===== src/rtl/core/mf3_pkg.sv =====
`default_nettype none

package mf3_pkg;

   // image geometry limits
   localparam int MAX_WIDTH    = 1024;
   localparam int MAX_HEIGHT   = 4095;
   localparam int MIN_SIZE     = 3;
   localparam int RESET_WIDTH  = 640;
   localparam int RESET_HEIGHT = 480;

   // pixel format
   localparam int CHANNEL_BITS = 8;
   localparam int NUM_CHANNELS = 3;
   localparam int PIX_BITS     = NUM_CHANNELS * CHANNEL_BITS;
   localparam int NB_CELLS     = 9;

   // register port
   localparam int CSR_INDEX_BITS  = 2;
   localparam int CSR_DATA_BITS   = 12;
   localparam int CFG_WIDTH_BITS  = 11;
   localparam int CFG_HEIGHT_BITS = 12;

   // counters
   localparam int COL_BITS    = $clog2(MAX_WIDTH);
   localparam int WIDTH_BITS  = $clog2(MAX_WIDTH + 1);
   localparam int HEIGHT_BITS = CFG_HEIGHT_BITS;
   localparam int ROW_BITS    = HEIGHT_BITS + 1;
   localparam int TOTAL_BITS  = WIDTH_BITS + HEIGHT_BITS;

   // register indexes of the csr port; the spare ones are ignored
   typedef enum logic [CSR_INDEX_BITS-1:0] {
      REG_IMAGE_WIDTH  = CSR_INDEX_BITS'(0),
      REG_IMAGE_HEIGHT = CSR_INDEX_BITS'(1),
      REG_SPARE_2      = CSR_INDEX_BITS'(2),
      REG_SPARE_3      = CSR_INDEX_BITS'(3)
   } csr_reg_type;

   // what an input item carries
   typedef enum logic {
      KIND_PIXEL = 1'b0,
      KIND_DRAIN = 1'b1
   } item_kind_type;

   typedef logic [CHANNEL_BITS-1:0] chan_type;
   typedef logic [PIX_BITS-1:0]     pix_type;

   // one neighbourhood, cells in row-major order, top-left first
   typedef struct packed {
      pix_type [NB_CELLS-1:0] cells;
      logic    [NB_CELLS-1:0] mask;
      logic                   frame_end;
   } nbhd_type;

endpackage

`default_nettype wire


===== src/rtl/core/mf3_median.sv =====
`default_nettype none

module mf3_median
   import mf3_pkg::*;
(
   input  logic     clock,
   input  logic     reset,
   input  logic     nb_valid,
   output logic     nb_ready,
   input  nbhd_type nb,
   output logic     rsp_valid,
   input  logic     rsp_stall,
   output chan_type rsp_red_out,
   output chan_type rsp_green_out,
   output chan_type rsp_blue_out,
   output logic     rsp_frame_end
);

   localparam int CNT_BITS   = $clog2(NB_CELLS + 1);
   localparam int ROWS       = 3;
   localparam int EDGE_COUNT = 6;

   typedef struct packed {
      chan_type hi;
      chan_type mid;
      chan_type lo;
   } trio_type;

   function automatic chan_type min2(chan_type a, chan_type b);
      return (a < b) ? a : b;
   endfunction

   function automatic chan_type max2(chan_type a, chan_type b);
      return (a < b) ? b : a;
   endfunction

   function automatic trio_type sort3(chan_type a, chan_type b, chan_type c);
      trio_type t;
      chan_type x;
      chan_type y;
      x = min2(a, b);
      y = max2(a, b);
      if (c < x) begin
         t.lo  = c;
         t.mid = x;
         t.hi  = y;
      end else if (c < y) begin
         t.lo  = x;
         t.mid = c;
         t.hi  = y;
      end else begin
         t.lo  = x;
         t.mid = y;
         t.hi  = c;
      end
      return t;
   endfunction

   logic                vp_ff, vs_ff, vc_ff, vo_ff;
   logic                fep_ff, fes_ff, fec_ff, feo_ff;
   logic                rdy_o, rdy_c, rdy_s, rdy_p;
   logic [CNT_BITS-1:0] n_valid, seen;
   logic [1:0]          n_zeros;
   logic [NB_CELLS-1:0] zero_fill;
   chan_type            pad_ff  [NUM_CHANNELS][NB_CELLS];
   chan_type            pad_in  [NUM_CHANNELS][NB_CELLS];
   trio_type            srt_ff  [NUM_CHANNELS][ROWS];
   trio_type            srt_in  [NUM_CHANNELS][ROWS];
   chan_type            cand_ff [NUM_CHANNELS][ROWS];
   chan_type            cand_in [NUM_CHANNELS][ROWS];
   chan_type            med_ff  [NUM_CHANNELS];
   chan_type            med_in  [NUM_CHANNELS];

   // missing neighbours are padded with zeros and full-scale values so that the
   // median of nine lands on the upper median of the cells inside the image
   always_comb begin
      n_valid = CNT_BITS'($countones(nb.mask));
      if (n_valid == CNT_BITS'(NB_CELLS)) begin
         n_zeros = 2'd0;
      end else if (n_valid == CNT_BITS'(EDGE_COUNT)) begin
         n_zeros = 2'd1;
      end else begin
         n_zeros = 2'd2;
      end
      seen = '0;
      for (int i = 0; i < NB_CELLS; i++) begin
         zero_fill[i] = seen < CNT_BITS'(n_zeros);
         if (!nb.mask[i]) begin
            seen = seen + CNT_BITS'(1);
         end
      end
      for (int ch = 0; ch < NUM_CHANNELS; ch++) begin
         for (int i = 0; i < NB_CELLS; i++) begin
            if (nb.mask[i]) begin
               pad_in[ch][i] = nb.cells[i][ch*CHANNEL_BITS +: CHANNEL_BITS];
            end else if (zero_fill[i]) begin
               pad_in[ch][i] = '0;
            end else begin
               pad_in[ch][i] = '1;
            end
         end
      end
   end

   // sort each row, then max of lows, median of mids, min of highs
   always_comb begin
      trio_type tmp;
      for (int ch = 0; ch < NUM_CHANNELS; ch++) begin
         for (int r = 0; r < ROWS; r++) begin
            srt_in[ch][r] = sort3(pad_ff[ch][r*3], pad_ff[ch][r*3+1], pad_ff[ch][r*3+2]);
         end
         cand_in[ch][0] = max2(max2(srt_ff[ch][0].lo, srt_ff[ch][1].lo), srt_ff[ch][2].lo);
         tmp = sort3(srt_ff[ch][0].mid, srt_ff[ch][1].mid, srt_ff[ch][2].mid);
         cand_in[ch][1] = tmp.mid;
         cand_in[ch][2] = min2(min2(srt_ff[ch][0].hi, srt_ff[ch][1].hi), srt_ff[ch][2].hi);
      end
   end

   always_comb begin
      trio_type fin;
      for (int ch = 0; ch < NUM_CHANNELS; ch++) begin
         fin        = sort3(cand_ff[ch][0], cand_ff[ch][1], cand_ff[ch][2]);
         med_in[ch] = fin.mid;
      end
   end

   // each stage moves on when the one ahead is empty or moving
   always_comb begin
      rdy_o    = !vo_ff || !rsp_stall;
      rdy_c    = !vc_ff || rdy_o;
      rdy_s    = !vs_ff || rdy_c;
      rdy_p    = !vp_ff || rdy_s;
      nb_ready = rdy_p;
   end

   always_ff @(posedge clock) begin
      if (reset) begin
         vp_ff <= 1'b0;
         vs_ff <= 1'b0;
         vc_ff <= 1'b0;
         vo_ff <= 1'b0;
      end else begin
         if (rdy_p) begin
            vp_ff <= nb_valid;
         end
         if (rdy_s) begin
            vs_ff <= vp_ff;
         end
         if (rdy_c) begin
            vc_ff <= vs_ff;
         end
         if (rdy_o) begin
            vo_ff <= vc_ff;
         end
      end
      if (rdy_p) begin
         pad_ff <= pad_in;
         fep_ff <= nb.frame_end;
      end
      if (rdy_s) begin
         srt_ff <= srt_in;
         fes_ff <= fep_ff;
      end
      if (rdy_c) begin
         cand_ff <= cand_in;
         fec_ff  <= fes_ff;
      end
      if (rdy_o) begin
         med_ff <= med_in;
         feo_ff <= fec_ff;
      end
   end

   assign rsp_valid     = vo_ff;
   assign rsp_red_out   = med_ff[0];
   assign rsp_green_out = med_ff[1];
   assign rsp_blue_out  = med_ff[2];
   assign rsp_frame_end = feo_ff;

endmodule

`default_nettype wire


===== config.mk =====
export PLATFORM = sky130hd
export DESIGN_NAME = mf3_median
export DESIGN_NICKNAME = d
export VERILOG_FILES = /design/src/rtl/core/mf3_pkg.sv /design/src/rtl/core/mf3_median.sv
export SDC_FILE = /design/constraint.sdc
export NUM_CORES = 1
export LEC_CHECK = 0
export BUFFER_PORTS_ARGS = -buffer_cell sky130_fd_sc_hd__buf_2
export CORE_MARGIN = 1.5
export CORE_UTILIZATION = 42
export CTS_BUF_LIST = sky130_fd_sc_hd__clkbuf_4
export DETAILED_ROUTE_END_ITERATION = 7
export GPL_ROUTABILITY_DRIVEN = 0
export GPL_TIMING_DRIVEN = 0
export SLEW_MARGIN = 5
export SYNTH_ARGS = -nofsm -noshare
export SYNTH_HDL_FRONTEND = slang
export SYNTH_SLANG_ARGS = --single-unit

===== constraint.sdc =====
create_clock -name clock -period 12 [get_ports clock]
set_clock_uncertainty 0.15 [all_clocks]
set_input_delay 0.6 -clock clock [delete_from_list [all_inputs] [get_ports clock]]
set_output_delay 0.6 -clock clock [all_outputs]
set_load 0.02 [all_outputs]

# Yosys cells after proc, flatten, opt, wreduce, memory -nomap -nowiden
# Index checks and enable logic that the tools add are counted.
# classes
n_addsub,15
n_lt_le_gt_ge,66
n_eq_ne,2
n_reduce_logical,9
muxes,118
# ops
op,count
$mux 8,78
$lt 8x8->1,57
$mux 24,18
$mux 16,12
$lt 4x2->1,8
$add 4x1->4 const B,7
$mux 4,7
$add 1x1->2,4
$add 2x2->3,2
$logic_not 1->1,5
$add 3x3->4,1
$add 4x1->4,1
$eq 4x3->1 const B,1
$eq 4x4->1 const B,1
$logic_or 1x1->1,4
$mux 2,2
$lt 1x2->1 const A,1
$mux 1,1
# totals
register_bits,536
in_bits,230
output_inout_bits,27

# Depth between registers and ports, before layout
# depth
depth_word,18
depth_mapped,24
depth_no_buf,21

# Worst setup path after synthesis
# OpenSTA, ideal clock, no wires.
# synth_timing
kind,input-to-reg
start,input port rsp_stall
end,"register fep_ff, enable pin"
slack_ps,3758
required_time_ps,9542
path_stages,2
arrival_time_ps,5784
path_cell_list,and3_1 nand3_1
# synth_between
elab_chain_cells,5
# synth_lines
element,line,rtl
start: declaration,mf3_median.sv:12,"input logic rsp_stall,"
$logic_not 1->1,mf3_median.sv:129,rdy_o = !vo_ff || !rsp_stall;
$logic_or 1x1->1,mf3_median.sv:129,
$logic_or 1x1->1,mf3_median.sv:130,rdy_c = !vc_ff || rdy_o;
$logic_or 1x1->1,mf3_median.sv:131,rdy_s = !vs_ff || rdy_c;
$logic_or 1x1->1,mf3_median.sv:132,rdy_p = !vp_ff || rdy_s;
via nb_ready,mf3_median.sv:9,"output logic nb_ready,"
end signal: assignment,mf3_median.sv:158,fep_ff <= nb.frame_end;
end: declaration,mf3_median.sv:60,"logic fep_ff, fes_ff, fec_ff, feo_ff;"
# The timed path passes the listed nets, and every way through them passes these cells.
# A chain may end at the register's enable or synchronous reset.

==> run metrics <==
post-detail-place hpwl 82600 um; ANT nets after route 0; gr ovfl total 0; worst setup path class input port to register; register area share after synthesis 42.9%; area of the multi-input gates 19300 sq um; vias in the first global route 28600; design area 44500 sq um; Syn. warnings 0; routed vias/inst 5.37; fillers 8250; post-synthesis cell area 37500 sq um; Tcrit/Tclk final 57.1%; Skew-Pair Late Insertion Delay 1040 ps; metal1 wirelength 52800 um; Root Buffer clkbuf_4; global-route wire length before repair 164000 um; Final Hold Viols 0; Syn Area/Cell 10.3 sq um; adder-cell share of the synthesized area 14.1%; post-layout net count 4928; Via Count 29800; Yosys reg bits 536; CTS tree yes; Inst Count DP 5072; Critical Path AT 7450 ps; total global-route track usage 23.7%; Initial Util 42.4%; Yosys cell types 72; P per Cell Area 330 nW/um^2; First-pass DRT Iterations 6; Post-synth EDFFs 532; sequential cell area 16100 sq um; commonest non-fill, non-tap cell in the layout edfxtp_1; DRC violations left 0; die span in y 302 um; cells after synthesis 3645; Die Area 91000 sq um; post-synthesis compound-gate area fraction 14.9%; syn_nets 4293; crit-path cells buf_2 -> clkbuf_1 -> clkbuf_1 -> inv_1 -> fa_1 -> inv_1 -> fa_1 -> fa_1 -> xnor2_1 -> or4b_2 -> and2_1 -> inv_1 -> ha_1 -> a211oi_1 -> nor2_1 -> clkbuf_1 -> a21o_1; worst-path fanout max 10; worst hold path type input port to register; Simple-Gate Fraction of Synth Area 10.6%; routed length on met3 6590 um; initial antenna violation count 3; Worst setup EP type register; Max Slew Vio Count 0; IO Port Bufs 254; CP startpoint kind input port; Worst-path clk slew 60 ps; Crit path largest cell delay 750 ps; core area 88400 sq um; DR iter-0 viols 2363; Post CTS Setup Buffer Count 0; slew at the pin closest to its max-slew limit 1170 ps; leakage power 21.0 nW; maxcap violations 0; routed wl met2 45400 um; area of placed instances 40400 sq um; fin cells 5553; status complete, no violations; clock sinks 536; Fin Setup TNS 0 ps; chip width 302 um; final wirelength 108000 um; Most used DFF post-synth edfxtp_1; Inserted Clock Buffers 150; clk buf depth 3; Area Growth Syn to Fin 18.6%; delay-heaviest family, CP buffers and inverters; RSZ-0062 raised after global routing no; Setup-failing EPs final 0; slew margin rel. 21.2%; largest net degree at the start of global routing 71; Routed wire per std cell 19.4 um; largest family of logic cells by synthesized area compound AO/OA/AOI/OAI gates; H-tree depth 4; ys async rst share 0%; multiplexer area fraction after synthesis 11.5%; slowest CP cell a211oi_1; Worst Path Required 12590 ps; Tmin final 6850 ps; Worst VDD drop 0.000142 V; post-synthesis xor/xnor area fraction 0.498%; FMAX 146 MHz; layout cells sized above 1 14.8%; row cnt 109; most frequent cells in the layout edfxtp_1, ha_1, inv_1; IO Count 257; Worst Path Buf+Inv 7; Top Layer Used met4
worst reg2reg max path: cells and delay by family, from the launching register on:
family	cells	cell delay, ps
muxes	1	430
DFF	1	410
adders and majority gates	2	630
AOI/OAI and AO/OA	7	1400
and+or+nand+nor	4	450
buffers and inverters	6	2090
layout make-up:
type | instances | share of cell area [%]
clock inverters | 52 | 0.639
multi-input cells | 2561 | 43.5
plain buffers | 152 | 1.36
flip-flops and latches | 536 | 36.1
repair buffers | 483 | 8.28
clock buffers | 202 | 3.41
diodes | 6 | 0.0338
inverters | 396 | 3.35
well taps | 1165 | 3.28
cell usage after synthesis, types with 12 or more instances:
master	instances	share of area, %
a211oi_1	28	0.56
a21o_1	204	4.1
a21oi_1	386	5.2
a31oi_1	16	0.27
and3_1	23	0.38
and4_1	15	0.35
buf_1	20	0.20
buf_2	19	0.25
clkbuf_1	110	1.1
edfxtp_1	532	43
ha_1	413	14
inv_1	392	3.9
mux2_2	104	3.1
mux2i_1	315	8.4
nand2_1	113	1.1
nand2b_1	47	0.78
nand3_1	24	0.32
nand3b_1	17	0.34
nand4_1	35	0.58
nor2_1	368	3.7
nor2b_1	40	0.67
nor3_1	48	0.64
nor3b_1	13	0.26
nor4_1	18	0.30
o211ai_1	19	0.38
o21ai_0	118	1.6
o21ai_1	13	0.17
o31a_1	12	0.28
or3_1	22	0.37
registers in the layout (all words and copies together), names as in the netlist:
signal	cells
srt_ff	216
cand_ff	72
vs_ff	1
pad_ff	216
rsp_valid	1
fep_ff	1
rsp_green_out	8
fes_ff	1
vc_ff	1
rsp_blue_out	8
rsp_red_out	8
fec_ff	1
rsp_frame_end	1
vp_ff	1
per-layer routing:
| metal | global-route usage, % | vias up |
|---|---|---|
| met5 | 0 | - |
| met4 | 8.18 | 0 |
| met3 | 3.98 | 193 |
| met2 | 34.7 | 947 |
| met1 | 35.0 | 14000 |
| li1 | - | 14700 |
through the flow:
stage | worst slack [ps] | power [mW] | hold WS, ps | utilization (%)
after floorplan | 3760 | 10.4 | 250 | -
after global placement | -218 | 12.7 | 257 | 45.5
after detailed placement | 4150 | 12.8 | 261 | 45.7
after CTS | 5270 | 14.7 | 26.2 | 50.3
after global routing | 4940 | 16.0 | 50.6 | 50.3
final | 5150 | 14.7 | 151 | 50.3
path summary, 6_finish.rpt:
check / start / endpoint / slack (ps) / cells past startpoint
setup / recovery: nb[7] / pad_ff[162]$_DFFE_PP_ / 5150 / 17
hold / removal: nb[9] / pad_ff[7]$_DFFE_PP_ / 150 / 4
setup reg to reg: pad_ff[62]$_DFFE_PP_ / srt_ff[64]$_DFFE_PP_ / 6150 / 20
hold reg to reg: fep_ff$_DFFE_PP_ / fes_ff$_DFFE_PP_ / 270 / 0
where the power goes:
part	leakage [nW]	internal (mW)	switching [mW]	total (mW)
registers	5.68	3.37	0.681	4.05
logic	14.3	3.73	5.24	8.96
clock network	1.05	0.822	0.814	1.64
cells by family after synthesis:
logic type,count (synthesis)
mux,419
xor+xnor,17
fa+ha+maj,418
flops,536
buf+inv,548
simple gates,816
compound gates,891
repair_timing:
action / CTS / global route
hold endpoints to repair: 221 / 0
resized for setup: 0 / 0
hold buffers: 221 / 0
No activity file was read; power rests on OpenSTA's default activity.
